## src/hdl/gtthm_pkg.sv

```systemverilog
// ----------------------------------------------------------------------------
// gtthm_pkg
// Shared types and constants of the gate truth-table hash map: codes,
// table geometry, and the command/status bundles between controller and
// datapath.
// ----------------------------------------------------------------------------
package gtthm_pkg;

  // Table geometry
  localparam int TABLE_SIZE    = 256;
  localparam int SLOT_BITS     = $clog2(TABLE_SIZE);
  localparam int PAIRS_PER_KEY = 8;
  localparam int PAIR_BITS     = $clog2(PAIRS_PER_KEY);
  localparam int CNT_W         = PAIR_BITS + 1;
  localparam int VAR_BITS      = 20;
  localparam int KEY_W         = VAR_BITS + 1;
  localparam int TT_W          = 16;
  localparam int LIT_W         = 21;
  localparam int KC_W          = SLOT_BITS;

  // Slot row: four key variables and the pair count
  localparam int SLOT_W = 4 * KEY_W + CNT_W;
  // Pair row: truth table and literal
  localparam int PAIR_W = TT_W + LIT_W;

  localparam logic [KEY_W-1:0] NO_VAR       = '1;
  localparam logic [31:0]      HASH_SEED    = 32'hd33421da;
  localparam logic [7:0]       MAX_KEYS_RST = 8'd192;

  typedef enum logic [1:0] {
    OP_FIND  = 2'd0,
    OP_GET   = 2'd1,
    OP_CLEAR = 2'd2,
    OP_NONE  = 2'd3
  } op_e;

  typedef enum logic [1:0] {
    ST_HIT      = 2'd0,
    ST_MISS     = 2'd1,
    ST_INSERTED = 2'd2,
    ST_FULL     = 2'd3
  } status_e;

  typedef enum logic [1:0] {
    LIT_ZERO = 2'd0,
    LIT_IN   = 2'd1,
    LIT_PAIR = 2'd2
  } lit_src_e;

  typedef enum logic [3:0] {
    S_IDLE,
    S_DECODE,
    S_HASH,
    S_FINAL,
    S_PROBE,
    S_PCMP,
    S_PAIR,
    S_PCHK,
    S_RESP
  } state_e;

  // Controller to datapath
  typedef struct packed {
    logic     load_item;
    logic     clear;
    logic     hash_step;
    logic     hash_final;
    logic     probe_rd;
    logic     slot_next;
    logic     pair_init;
    logic     pair_rd;
    logic     pair_next;
    logic     wr_new;
    logic     wr_add;
    logic     res_load;
    status_e  res_st;
    lit_src_e res_src;
  } cmd_t;

  // Datapath to controller
  typedef struct packed {
    op_e  op;
    logic used_s;
    logic key_match;
    logic probe_last;
    logic hash_last;
    logic p_at_n;
    logic n_full;
    logic tt_hit;
    logic room;
    logic out_free;
  } sts_t;

endpackage

```

## src/hdl/gtthm_ctrl.sv

```systemverilog
// ----------------------------------------------------------------------------
// gtthm_ctrl
// Sequencer: hash rounds, linear probe over slots, scan of the key's pair
// list, insert and result hand-off.
// ----------------------------------------------------------------------------
module gtthm_ctrl
  import gtthm_pkg::*;
(
  input  logic clk_i,
  input  logic rst_ni,
  input  logic in_valid_i,
  output logic in_stall_o,
  input  sts_t sts_i,
  output cmd_t cmd_o
);

  state_e   state_q, state_d;
  status_e  res_st_q, res_st_d;
  lit_src_e res_src_q, res_src_d;

  // state and pending result
  always_ff @(posedge clk_i or negedge rst_ni) begin
    if (!rst_ni) begin
      state_q   <= S_IDLE;
      res_st_q  <= ST_MISS;
      res_src_q <= LIT_ZERO;
    end else begin
      state_q   <= state_d;
      res_st_q  <= res_st_d;
      res_src_q <= res_src_d;
    end
  end

  assign in_stall_o = (state_q != S_IDLE);

  // next state and commands
  always_comb begin
    state_d   = state_q;
    res_st_d  = res_st_q;
    res_src_d = res_src_q;
    cmd_o     = '0;
    cmd_o.res_st  = res_st_q;
    cmd_o.res_src = res_src_q;
    unique case (state_q)
      S_IDLE: begin
        if (in_valid_i) begin
          cmd_o.load_item = 1'b1;
          state_d = S_DECODE;
        end
      end
      S_DECODE: begin
        unique case (sts_i.op)
          OP_CLEAR: begin
            cmd_o.clear = 1'b1;
            res_st_d  = ST_HIT;
            res_src_d = LIT_ZERO;
            state_d   = S_RESP;
          end
          OP_NONE: begin
            res_st_d  = ST_MISS;
            res_src_d = LIT_ZERO;
            state_d   = S_RESP;
          end
          default: state_d = S_HASH;
        endcase
      end
      S_HASH: begin
        cmd_o.hash_step = 1'b1;
        if (sts_i.hash_last) begin
          state_d = S_FINAL;
        end
      end
      S_FINAL: begin
        cmd_o.hash_final = 1'b1;
        state_d = S_PROBE;
      end
      S_PROBE: begin
        if (!sts_i.used_s) begin
          // free slot: key absent
          state_d   = S_RESP;
          res_src_d = LIT_ZERO;
          if (sts_i.op == OP_FIND) begin
            res_st_d = ST_MISS;
          end else if (!sts_i.room) begin
            res_st_d = ST_FULL;
          end else begin
            cmd_o.wr_new = 1'b1;
            res_st_d  = ST_INSERTED;
            res_src_d = LIT_IN;
          end
        end else begin
          cmd_o.probe_rd = 1'b1;
          state_d = S_PCMP;
        end
      end
      S_PCMP: begin
        if (sts_i.key_match) begin
          cmd_o.pair_init = 1'b1;
          state_d = S_PAIR;
        end else if (sts_i.probe_last) begin
          // every slot probed, none free
          res_st_d  = (sts_i.op == OP_FIND) ? ST_MISS : ST_FULL;
          res_src_d = LIT_ZERO;
          state_d   = S_RESP;
        end else begin
          cmd_o.slot_next = 1'b1;
          state_d = S_PROBE;
        end
      end
      S_PAIR: begin
        if (sts_i.p_at_n) begin
          state_d   = S_RESP;
          res_src_d = LIT_ZERO;
          if (sts_i.op == OP_FIND) begin
            res_st_d = ST_MISS;
          end else if (sts_i.n_full) begin
            res_st_d = ST_FULL;
          end else begin
            cmd_o.wr_add = 1'b1;
            res_st_d  = ST_INSERTED;
            res_src_d = LIT_IN;
          end
        end else begin
          cmd_o.pair_rd = 1'b1;
          state_d = S_PCHK;
        end
      end
      S_PCHK: begin
        if (sts_i.tt_hit) begin
          res_st_d  = ST_HIT;
          res_src_d = LIT_PAIR;
          state_d   = S_RESP;
        end else begin
          cmd_o.pair_next = 1'b1;
          state_d = S_PAIR;
        end
      end
      S_RESP: begin
        if (sts_i.out_free) begin
          cmd_o.res_load = 1'b1;
          state_d = S_IDLE;
        end
      end
      default: state_d = S_IDLE;
    endcase
  end

endmodule

```

## config.mk

```make
export PLATFORM = sky130hd
export DESIGN_NAME = gtthm_ctrl
export DESIGN_NICKNAME = d
export VERILOG_FILES = /design/src/hdl/gtthm_pkg.sv /design/src/hdl/gtthm_ctrl.sv
export SDC_FILE = /design/constraint.sdc
export NUM_CORES = 1
export LEC_CHECK = 0
export ABC_AREA = 1
export BUFFER_PORTS_ARGS = -buffer_cell sky130_fd_sc_hd__clkbuf_2
export CORE_MARGIN = 2
export CORE_UTILIZATION = 43
export DETAILED_ROUTE_END_ITERATION = 7
export HOLD_SLACK_MARGIN = 0.15
export PLACE_DENSITY = 0.87
export SLEW_MARGIN = 20
export SYNTH_ARGS = -nofsm -noshare
export SYNTH_HDL_FRONTEND = slang
export SYNTH_SLANG_ARGS = --single-unit
export TNS_END_PERCENT = 100
```

## constraint.sdc

```tcl
create_clock -name clk_i -period 1.4 [get_ports clk_i]
set_clock_uncertainty 0.15 [all_clocks]
set_input_delay 0.28 -clock clk_i [delete_from_list [all_inputs] [get_ports clk_i]]
set_output_delay 0.28 -clock clk_i [all_outputs]
set_load 0.02 [all_outputs]
```

==> results.sh, run 1 <==
export IMPL_die_height_um=41.80
export IMPL_pin_count=31
export IMPL_synthMuxAreaShare_pct=0
export IMPL_synth_edf_count=0
export IMPL_cts_buffers=3
export IMPL_routabilityCongestion=0.8651
export IMPL_start_util_pct=46.63
export IMPL_seq_area_frac_synth_pct=32.79
export IMPL_synthSimpleGateAreaFrac_pct=54.58
export IMPL_htreeDepth=1
export IMPL_syn_nets=109
export IMPL_postPlaceCellArea_um2=958.4
export IMPL_stop_stage="clock tree synthesis"
export IMPL_stop_error="[ERROR DPL-0033] detailed placement checks failed during check placement."
export IMPL_synth_area_leaders="dfrtp_1, nand2_1, inv_1"
export IMPL_synth_top_area_cell="dfrtp_1"
export IMPL_cts_root_buffer="clkbuf_4"
export IMPL_yosys_warnings=0
export IMPL_syn_area_um2=614.3
export IMPL_die_x_um=41.80
export IMPL_rows=13
export IMPL_dpl_cell_count=157
export IMPL_synth_top_family_by_area="simple AND/OR/NAND/NOR gates"
export IMPL_synthXorXnorAreaFrac_pct=0
export IMPL_synthFlopType="dfrtp_1"
export IMPL_cts_hold_fix_buffers=3
export IMPL_syn_inst=95
export IMPL_io_buffers=30
export IMPL_max_clock_path_buffers=2
export IMPL_synthAdderAreaFrac_pct=0
export IMPL_cts_num_sinks=8
export IMPL_ys_types=16
export IMPL_dp_slack_ps=-184.6
export IMPL_ys_seq_elements=8
export IMPL_dpl_hpwl_mm=1.539
export IMPL_cts_resized=58
export IMPL_synth_top_area_share_pct=28.51
export IMPL_status="stopped before the end"
export IMPL_cts_setup_buffers=12
export IMPL_avgSynthCellArea_um2=6.467
export IMPL_async_reset_ff_share_pct=100.0
export IMPL_synth_compound_area_share_pct=1.629
-- logic make-up after synthesis --
kind of cell    count (synthesis)
simple gates                   67
compound gates                  2
buf+inv                        18
flops                           8
-- Yosys cell counts, types with 2 or more instances --
master	instances
dfrtp_1	7
inv_1	15
inv_2	3
nand2_1	25
nand2_2	4
nand2_4	2
nand3_1	8
nand3b_1	2
nand4_1	2
nor2_1	14
nor2_2	3
nor2_4	3
nor3_1	3
o21ai_0	2
-- through the flow --
stage	hold slack (ps)	TNS [ps]
2_1_floorplan	-165.6	-113.0
3_3_place_gp	-16.64	-1625
3_5_place_dp	-6.846	-2026
==> run 2: changes to the inputs <==
--- a/config.mk
+++ b/config.mk
@@ -7,11 +7,10 @@
 export LEC_CHECK = 0
 export ABC_AREA = 1
 export BUFFER_PORTS_ARGS = -buffer_cell sky130_fd_sc_hd__clkbuf_2
-export CORE_MARGIN = 2
-export CORE_UTILIZATION = 43
+export CORE_AREA = 2 2 63 65
 export DETAILED_ROUTE_END_ITERATION = 7
-export HOLD_SLACK_MARGIN = 0.15
-export PLACE_DENSITY = 0.87
+export DIE_AREA = 0 0 65 67
+export PLACE_DENSITY_LB_ADDON = 0.15
 export SLEW_MARGIN = 20
 export SYNTH_ARGS = -nofsm -noshare
 export SYNTH_HDL_FRONTEND = slang
==> results.sh, run 2 <==
export IMPL_synthMuxAreaShare_pct=0
export IMPL_holdPathStages=3
export IMPL_path_class="reg2out"
export IMPL_cts_root_buffer="clkbuf_8"
export IMPL_die_x_um=65
export IMPL_status="complete, but fails checks"
export IMPL_grt_max_degree=9
export IMPL_power_leakage_nw=0.7487
export IMPL_ir_drop_mv=0.7076
export IMPL_diodes=0
export IMPL_avgSynthCellArea_um2=6.467
export IMPL_largest_reg_flops=4
export IMPL_slew_viol_final=0
export IMPL_final_cell_count_no_fill=214
export IMPL_reg_top3="state_q x4, res_src_q x2, res_st_q x2"
export IMPL_fmax_mhz=567.7
export IMPL_grt_total_usage_pct=11.19
export IMPL_start_kind="flip-flop"
export IMPL_vias=851
export IMPL_synth_top_family_by_area="simple AND/OR/NAND/NOR gates"
export IMPL_cts_buffers=3
export IMPL_design_area_um2=1463
export IMPL_min_period_ps=1761
export IMPL_synth_compound_area_share_pct=1.629
export IMPL_critical_path_max_fanout=4
export IMPL_pin_count=31
export IMPL_finalHoldViolCount=0
export IMPL_routabilityCongestion=0.7505
export IMPL_worstPathArrival_ps=1330
export IMPL_final_common_cell="buf_4"
export IMPL_grt_pass1_vias=823
export IMPL_ys_types=16
export IMPL_worstHoldStart="sts_i[2]"
export IMPL_nets=181
export IMPL_post_synth_top_count_cell="nand2_1"
export IMPL_cts_num_sinks=8
export IMPL_dpl_hpwl_mm=1.759
export IMPL_hp_class="in2reg"
export IMPL_cts_clk_slew_worst_paths_ps=40
export IMPL_cp_end_kind="output port"
export IMPL_layout_setup_ws_ps=-361.4
export IMPL_period_share_pct=125.8
export IMPL_synth_edf_count=0
export IMPL_viasPerCell=3.977
export IMPL_ys_seq_elements=8
export IMPL_r2r_cells=10
export IMPL_setup_viol=21
export IMPL_slew_headroom_pct=85.06
export IMPL_synthFlopType="dfrtp_1"
export IMPL_critPathRequiredTime_ps=970
export IMPL_synthTopCellsByCount="nand2_1, inv_1, nor2_1, nand3_1, dfrtp_1"
export IMPL_syn_inst=95
export IMPL_wl_mm=2.292
export IMPL_p_per_area_nw_per_um2=1676
export IMPL_firstDrtPassIters=4
export IMPL_synth_area_leaders="dfrtp_1, nand2_1, inv_1"
export IMPL_insertion_delay_ps=230
export IMPL_core_area_um2=3606
export IMPL_drc=0
export IMPL_grt_pass1_wl_mm=3.746
export IMPL_drive_gt1_share_pct=75.90
export IMPL_gr_total_overflow=0
export IMPL_top_register="state_q"
export IMPL_synthXorXnorAreaFrac_pct=0
export IMPL_drtAntennaViolNets=0
export IMPL_die_height_um=67
export IMPL_violations="setup timing"
export IMPL_start_util_pct=17.04
export IMPL_final_cell_mix="buf_4, clkbuf_2, nand2_1"
export IMPL_synth_top_area_cell="dfrtp_1"
export IMPL_syn_nets=109
export IMPL_syn_area_um2=614.3
export IMPL_dpl_cell_count=194
export IMPL_synth_top_area_share_pct=28.51
export IMPL_io_buffers=30
export IMPL_die_area_um2=4355
export IMPL_rsz0062_at_grt="yes"
export IMPL_area_delta_synth_final_pct=138.1
export IMPL_avgRoutedWirePerCell_um=10.71
export IMPL_antenna_found_initial=0
export IMPL_p_total_mw=2.451
export IMPL_yosys_warnings=0
export IMPL_r2r_start="state_q[1]"
export IMPL_tritoncts="yes"
export IMPL_cap_violations=0
export IMPL_worst_pin_slew_ps=223.6
export IMPL_seq_area_frac_synth_pct=32.79
export IMPL_rows=22
export IMPL_synthSimpleGateAreaFrac_pct=54.58
export IMPL_max_clock_path_buffers=2
export IMPL_startpoint="state_q[3]"
export IMPL_synthAdderAreaFrac_pct=0
export IMPL_htreeDepth=1
export IMPL_postPlaceCellArea_um2=1030
export IMPL_async_reset_ff_share_pct=100.0
export IMPL_drt_first_iter_violations=15
==> run 2: cell counts after synthesis <==
Identical to the previous run, type by type.
==> run 2: where the power goes <==
part / total (mW) / internal [mW] / switching (mW) / leakage (nW)
Clock: 0.290 / 0.198 / 0.0926 / 0.0228
Combinational: 1.72 / 0.795 / 0.928 / 0.626
Sequential: 0.437 / 0.329 / 0.108 / 0.100
==> run 2: cell type report <==
class,count,area [µm²]
clock buffer,4,45.04
fill,379,2143
inverter,18,70.07
multi-input combinational,69,534.3
sequential,8,205.2
tap,48,60.06
timing repair buffer,67,548.0
==> run 2: repair_timing <==
item	in CTS	in global routing
resized for setup	43	45
pin swaps	15	17
endpoints found under the hold margin	8	0
setup buffers	9	8
endpoints found under the setup margin	21	21
hold buffers	1	0
==> run 2: path summary, 6_finish.rpt <==
path                                 to  slack, ps
setup / recovery               cmd_o[7]       -360
min in group asynchronous    state_q[0]        310
setup reg to reg           res_src_q[0]       -270
hold reg to reg             res_st_q[0]        320
hold / removal             res_src_q[1]        140
max in group asynchronous   res_st_q[0]        530
==> run 2: per-stage QoR <==
stage          hold WS [ps]  setup TNS, ps  util [%]  worst slack, ps
4_1_cts               138.2          -5297     35.98           -345.5
6_report              140.0          -5123     40.56           -361.4
5_1_grt               171.6          -6554     40.56           -426.5
3_3_place_gp         -1.566          -2362     28.56           -239.0
3_5_place_dp         -4.559          -2230     28.56           -217.4
2_1_floorplan        -165.6         -113.0         -           -53.10
==> run 2: cell families after synthesis <==
kind of cell,after synthesis
flops,8
simple gates,67
buf+inv,18
compound gates,2
==> run 2: layer usage <==
layer / global-route usage (%) / up-vias / part of all wire [%]
met5: 0 / - / 0
met4: 1.596 / 0 / 0
li1: - / 432 / -
met2: 18.17 / 27 / 48
met3: 2.703 / 0 / 6.1
met1: 15.29 / 392 / 46
==> run 2: worst max-delay path, stage by stage (launching register included) <==
cell,delay [ps]
dfrtp_2,450
inv_2,90
nand2_4,70
buf_6,130
nor2_4,110
nand2_2,80
inv_2,60
buf_8,100
(Power assumes the default switching activity.)
==> run 3: changes to the inputs <==
--- a/config.mk
+++ b/config.mk
@@ -10,8 +10,9 @@
 export CORE_AREA = 2 2 63 65
 export DETAILED_ROUTE_END_ITERATION = 7
 export DIE_AREA = 0 0 65 67
+export GPL_TIMING_DRIVEN = 0
 export PLACE_DENSITY_LB_ADDON = 0.15
-export SLEW_MARGIN = 20
+export REMOVE_ABC_BUFFERS = 1
 export SYNTH_ARGS = -nofsm -noshare
 export SYNTH_HDL_FRONTEND = slang
 export SYNTH_SLANG_ARGS = --single-unit
==> results.sh, run 3 (same netlist as run 2, synthesis figures left out) <==
export IMPL_wl_mm=1.990
export IMPL_path_class="reg2out"
export IMPL_met3_usage_pct=3.716
export IMPL_design_area_um2=1157
export IMPL_fmax_mhz=565.1
export IMPL_cap_violations=0
export IMPL_firstDrtPassIters=4
export IMPL_period_share_pct=126.4
export IMPL_grt_total_usage_pct=9.425
export IMPL_worstPathArrival_ps=1340
export IMPL_cts_root_buffer="clkbuf_8"
export IMPL_busiest_layer="met2"
export IMPL_cts_buffers=3
export IMPL_tritoncts="yes"
export IMPL_drc=0
export IMPL_status="complete, but fails checks"
export IMPL_crit_chain="inv_1 > nand2_4 > nor2_4 > nand3_2 > nor2_1 > buf_4"
export IMPL_crit_path_max_incr_delay_ps=460
export IMPL_area_delta_synth_final_pct=88.39
export IMPL_ir_drop_mv=0.5870
export IMPL_critPathTopFamily="flip-flops"
export IMPL_reg_top3="state_q x4, res_src_q x2, res_st_q x2"
export IMPL_grt_pass1_wl_mm=3.091
export IMPL_hp_class="in2reg"
export IMPL_drtAntennaViolNets=0
export IMPL_drive_gt1_share_pct=65.25
export IMPL_layout_setup_ws_ps=-369.7
export IMPL_die_x_um=65
export IMPL_viasPerCell=3.989
export IMPL_insertion_delay_ps=230
export IMPL_finalHoldViolCount=0
export IMPL_core_area_um2=3606
export IMPL_violations="setup timing"
export IMPL_diodes=0
export IMPL_p_per_area_nw_per_um2=1835
export IMPL_critical_path_max_fanout=5
export IMPL_rows=22
export IMPL_max_clock_path_buffers=2
export IMPL_start_kind="flip-flop"
export IMPL_power_leakage_nw=0.6217
export IMPL_final_cell_mix="clkbuf_2, nand2_1, inv_1, nand2_2, buf_4"
export IMPL_rsz0062_at_grt="yes"
export IMPL_gr_total_overflow=0
export IMPL_drt_first_iter_violations=19
export IMPL_postLayoutCoreUtil_pct=32.10
export IMPL_nets=156
export IMPL_setup_viol=21
export IMPL_cp_end_kind="output port"
export IMPL_critPathRequiredTime_ps=970
export IMPL_cts_num_sinks=8
export IMPL_min_period_ps=1770
export IMPL_crit_buf_inv=2
export IMPL_avgRoutedWirePerCell_um=10.53
export IMPL_multiInputGateArea_um2=469.2
export IMPL_use_met1_pct=12.18
export IMPL_vias=754
export IMPL_pin_count=31
export IMPL_postPlaceCellArea_um2=824.5
export IMPL_top_register="state_q"
export IMPL_die_area_um2=4355
export IMPL_die_height_um=67
export IMPL_cts_clk_slew_worst_paths_ps=40
export IMPL_slew_headroom_pct=85.21
export IMPL_largest_reg_flops=4
export IMPL_htreeDepth=1
export IMPL_start_util_pct=17.04
export IMPL_routabilityCongestion=0.7643
export IMPL_slew_viol_final=0
export IMPL_antenna_found_initial=0
export IMPL_worst_pin_slew_ps=221.9
export IMPL_io_buffers=30
export IMPL_num_fill_cells=401
export IMPL_seq_area_um2=205.2
export IMPL_grt_use_met2_pct=14.95
export IMPL_final_common_cell="clkbuf_2"
export IMPL_dpl_hpwl_mm=1.592
export IMPL_grt_pass1_vias=682
export IMPL_cp_slowest_cell="dfrtp_2"
export IMPL_grt_max_degree=9
==> run 3: final timing paths <==
check	startpoint	end	slack, ps	cells past startpoint
worst max-delay path	state_q[1]	cmd_o[6]	-370	6
worst min-delay path	sts_i[2]	res_src_q[1]	140	3
worst max register to register	state_q[3]	res_st_q[1]	-230	11
worst min register to register	res_st_q[0]	res_st_q[0]	300	2
max in group asynchronous	rst_ni	res_st_q[0]	560	2
min in group asynchronous	rst_ni	state_q[0]	290	2
==> run 3: routing by layer <==
metal / vias to the layer above / part of all wire, %
met4: 0 / 0
met2: 22 / 48
met5: - / 0
li1: 384 / -
met1: 348 / 46
met3: 0 / 6.1
==> run 3: area by class of cell <==
class / count / share of cell area [%]
Timing Repair Buffer: 42 / 26.81
Sequential cell: 8 / 17.73
Tap cell: 48 / 5.189
Clock buffer: 4 / 3.892
Multi-Input combinational cell: 69 / 40.54
Inverter: 18 / 5.838
==> run 3: where the power goes <==
group | switching [mW] | internal [mW] | leakage (nW)
clock | 0.0898 | 0.197 | 0.0228
sequential | 0.112 | 0.329 | 0.100
combinational | 0.793 | 0.602 | 0.499
total | 0.995 | 1.13 | 0.622
==> run 3: timing repair <==
| item | CTS | global route |
|---|---|---|
| endpoints found under the setup margin | 19 | 21 |
| hold endpoints to repair | 8 | 0 |
| cloned | 0 | 0 |
| buffers inserted | 6 | 5 |
| hold buffers | 1 | 0 |
| gates resized for setup | 28 | 40 |
| pin swaps | 7 | 9 |
==> run 3: worst min-delay path: cells and delay by family <==
| family | cells | cell delay (ps) |
|---|---|---|
| buffers and inverters | 1 | 90 |
| AND/OR/NAND/NOR | 2 | 100 |
==> run 3: through the flow <==
stage / hold slack, ps / cells / setup slack, ps / TNS [ps] / power [mW]
global placement: -12.95 / 173 / -197.3 / -2003 / 1.292
floorplan: -165.6 / 95 / -212.0 / -977.9 / 1.043
finish: 135.2 / 189 / -369.7 / -5338 / 2.123
global route: 155.7 / 189 / -444.4 / -7213 / 2.292
detailed placement: -2.656 / 173 / -197.0 / -1836 / 1.286
CTS: 131.8 / 184 / -371.0 / -5533 / 1.730
==> run 4: changes to the inputs <==
--- a/config.mk
+++ b/config.mk
@@ -7,6 +7,8 @@
 export LEC_CHECK = 0
 export ABC_AREA = 1
 export BUFFER_PORTS_ARGS = -buffer_cell sky130_fd_sc_hd__clkbuf_2
+export CELL_PAD_IN_SITES_DETAIL_PLACEMENT = 1
+export CELL_PAD_IN_SITES_GLOBAL_PLACEMENT = 1
 export CORE_AREA = 2 2 63 65
 export DETAILED_ROUTE_END_ITERATION = 7
 export DIE_AREA = 0 0 65 67
==> results.sh, run 4 (same netlist as run 2, synthesis figures left out) <==
export IMPL_grt_pass1_wl_mm=3.767
export IMPL_firstDrtPassIters=4
export IMPL_antenna_found_initial=0
export IMPL_path_class="reg2out"
export IMPL_period_share_pct=127.0
export IMPL_cts_buffers=3
export IMPL_fmax_mhz=562.4
export IMPL_worstPathArrival_ps=1350
export IMPL_htreeDepth=1
export IMPL_core_area_um2=3606
export IMPL_drt_first_iter_violations=16
export IMPL_rows=22
export IMPL_slew_headroom_pct=79.91
export IMPL_multiInputGateArea_um2=470.5
export IMPL_min_period_ps=1778
export IMPL_io_buffers=30
export IMPL_max_clock_path_buffers=2
export IMPL_rsz0062_at_grt="yes"
export IMPL_top_register="state_q"
export IMPL_grt_max_degree=9
export IMPL_vias=777
export IMPL_largest_reg_flops=4
export IMPL_num_fill_cells=456
export IMPL_dp_slack_ps=-233.3
export IMPL_dpl_hpwl_mm=1.701
export IMPL_gr_total_overflow=0
export IMPL_grt_pass1_vias=810
export IMPL_critPathRequiredTime_ps=970
export IMPL_insertion_delay_ps=230
export IMPL_final_common_cell="clkbuf_2"
export IMPL_drtAntennaViolNets=0
export IMPL_drc=0
export IMPL_viasPerCell=4.068
export IMPL_drive_gt1_share_pct=65.03
export IMPL_layout_setup_ws_ps=-378.2
export IMPL_die_area_um2=4355
export IMPL_power_leakage_nw=0.6320
export IMPL_cap_violations=0
export IMPL_reg_top3="state_q x4, res_src_q x2, res_st_q x2"
export IMPL_die_x_um=65
export IMPL_design_area_um2=1201
export IMPL_critical_path_max_fanout=4
export IMPL_final_cell_mix="clkbuf_2, nand2_1, nor2_4"
export IMPL_routabilityCongestion=0.6863
export IMPL_cts_root_buffer="clkbuf_8"
export IMPL_cts_num_sinks=8
export IMPL_cp_end_kind="output port"
export IMPL_status="complete, but fails checks"
export IMPL_avgRoutedWirePerCell_um=12.11
export IMPL_hp_class="in2reg"
export IMPL_finalHoldViolCount=0
export IMPL_worst_pin_slew_ps=300.2
export IMPL_postLayoutCoreUtil_pct=33.31
export IMPL_postPlaceCellArea_um2=824.5
export IMPL_setup_viol=21
export IMPL_tritoncts="yes"
export IMPL_seq_area_um2=205.2
export IMPL_pin_count=31
export IMPL_diodes=0
export IMPL_die_height_um=67
export IMPL_ir_drop_mv=0.3432
export IMPL_violations="setup timing"
export IMPL_start_util_pct=17.04
export IMPL_cts_clk_slew_worst_paths_ps=40
export IMPL_nets=158
export IMPL_slew_viol_final=0
export IMPL_area_delta_synth_final_pct=95.52
export IMPL_p_per_area_nw_per_um2=1785
export IMPL_start_kind="flip-flop"
export IMPL_grt_total_usage_pct=11.35
export IMPL_wl_mm=2.313
==> run 4: cell count changes in the layout (fill, tap and decap cells not counted), sizes merged <==
cell	delta
buf	+2
==> run 4: metal layers <==
layer  vias to the layer above  GRT usage [%]  wire length (µm)
met1                       371          13.60               980
met4                         0          2.394                18
met3                         2          2.196                71
li1                        386              -                 -
met5                         -              0                 0
met2                        18          20.88              1241
==> run 4: report_power, final <==
part	leakage [nW]	internal, mW	total (mW)	switching (mW)
clock network	0.0228	0.198	0.291	0.0930
registers	0.100	0.329	0.440	0.111
logic	0.509	0.597	1.41	0.817
total	0.632	1.12	2.14	1.02
==> run 4: layout make-up <==
class,count,area share [%]
multi-input combinational,69,39.17
timing repair buffer,44,29.38
sequential,8,17.08
inverter,18,5.625
tap,48,5.000
clock buffer,4,3.750
==> run 4: worst paths after layout <==
check / from / to / slack [ps] / depth (start not counted)
setup / recovery: state_q[3] / cmd_o[5] / -380 / 6
hold / removal: sts_i[2] / res_src_q[1] / 130 / 3
hold reg to reg: res_st_q[0] / res_st_q[0] / 310 / 2
max in group asynchronous: rst_ni / res_st_q[0] / 560 / 2
setup reg to reg: state_q[3] / res_src_q[1] / -230 / 10
min in group asynchronous: rst_ni / res_st_q[1] / 290 / 2
==> run 4: timing repair <==
action,CTS,global route
setup endpoints to repair,20,21
pin swaps,7,7
hold buffers,1,0
hold endpoints to repair,8,0
buffers inserted,8,5
resized for setup,46,27
==> run 4: critical path: stages (launching register included) <==
cell	delay (ps)
dfrtp_2	450
inv_2	90
nand2_4	80
nor2_4	160
nand3_2	100
nor2_2	110
buf_6	120
==> run 4: through the flow <==
step	instances	setup TNS (ps)	hold slack [ps]	total power [mW]
after floorplan	95	-977.9	-165.6	1.043
after global placement	173	-2232	-14.09	1.301
after detailed placement	173	-2282	-6.900	1.304
after CTS	186	-4826	126.5	1.947
after global routing	191	-6996	172.6	2.317
final	191	-5316	125.8	2.144
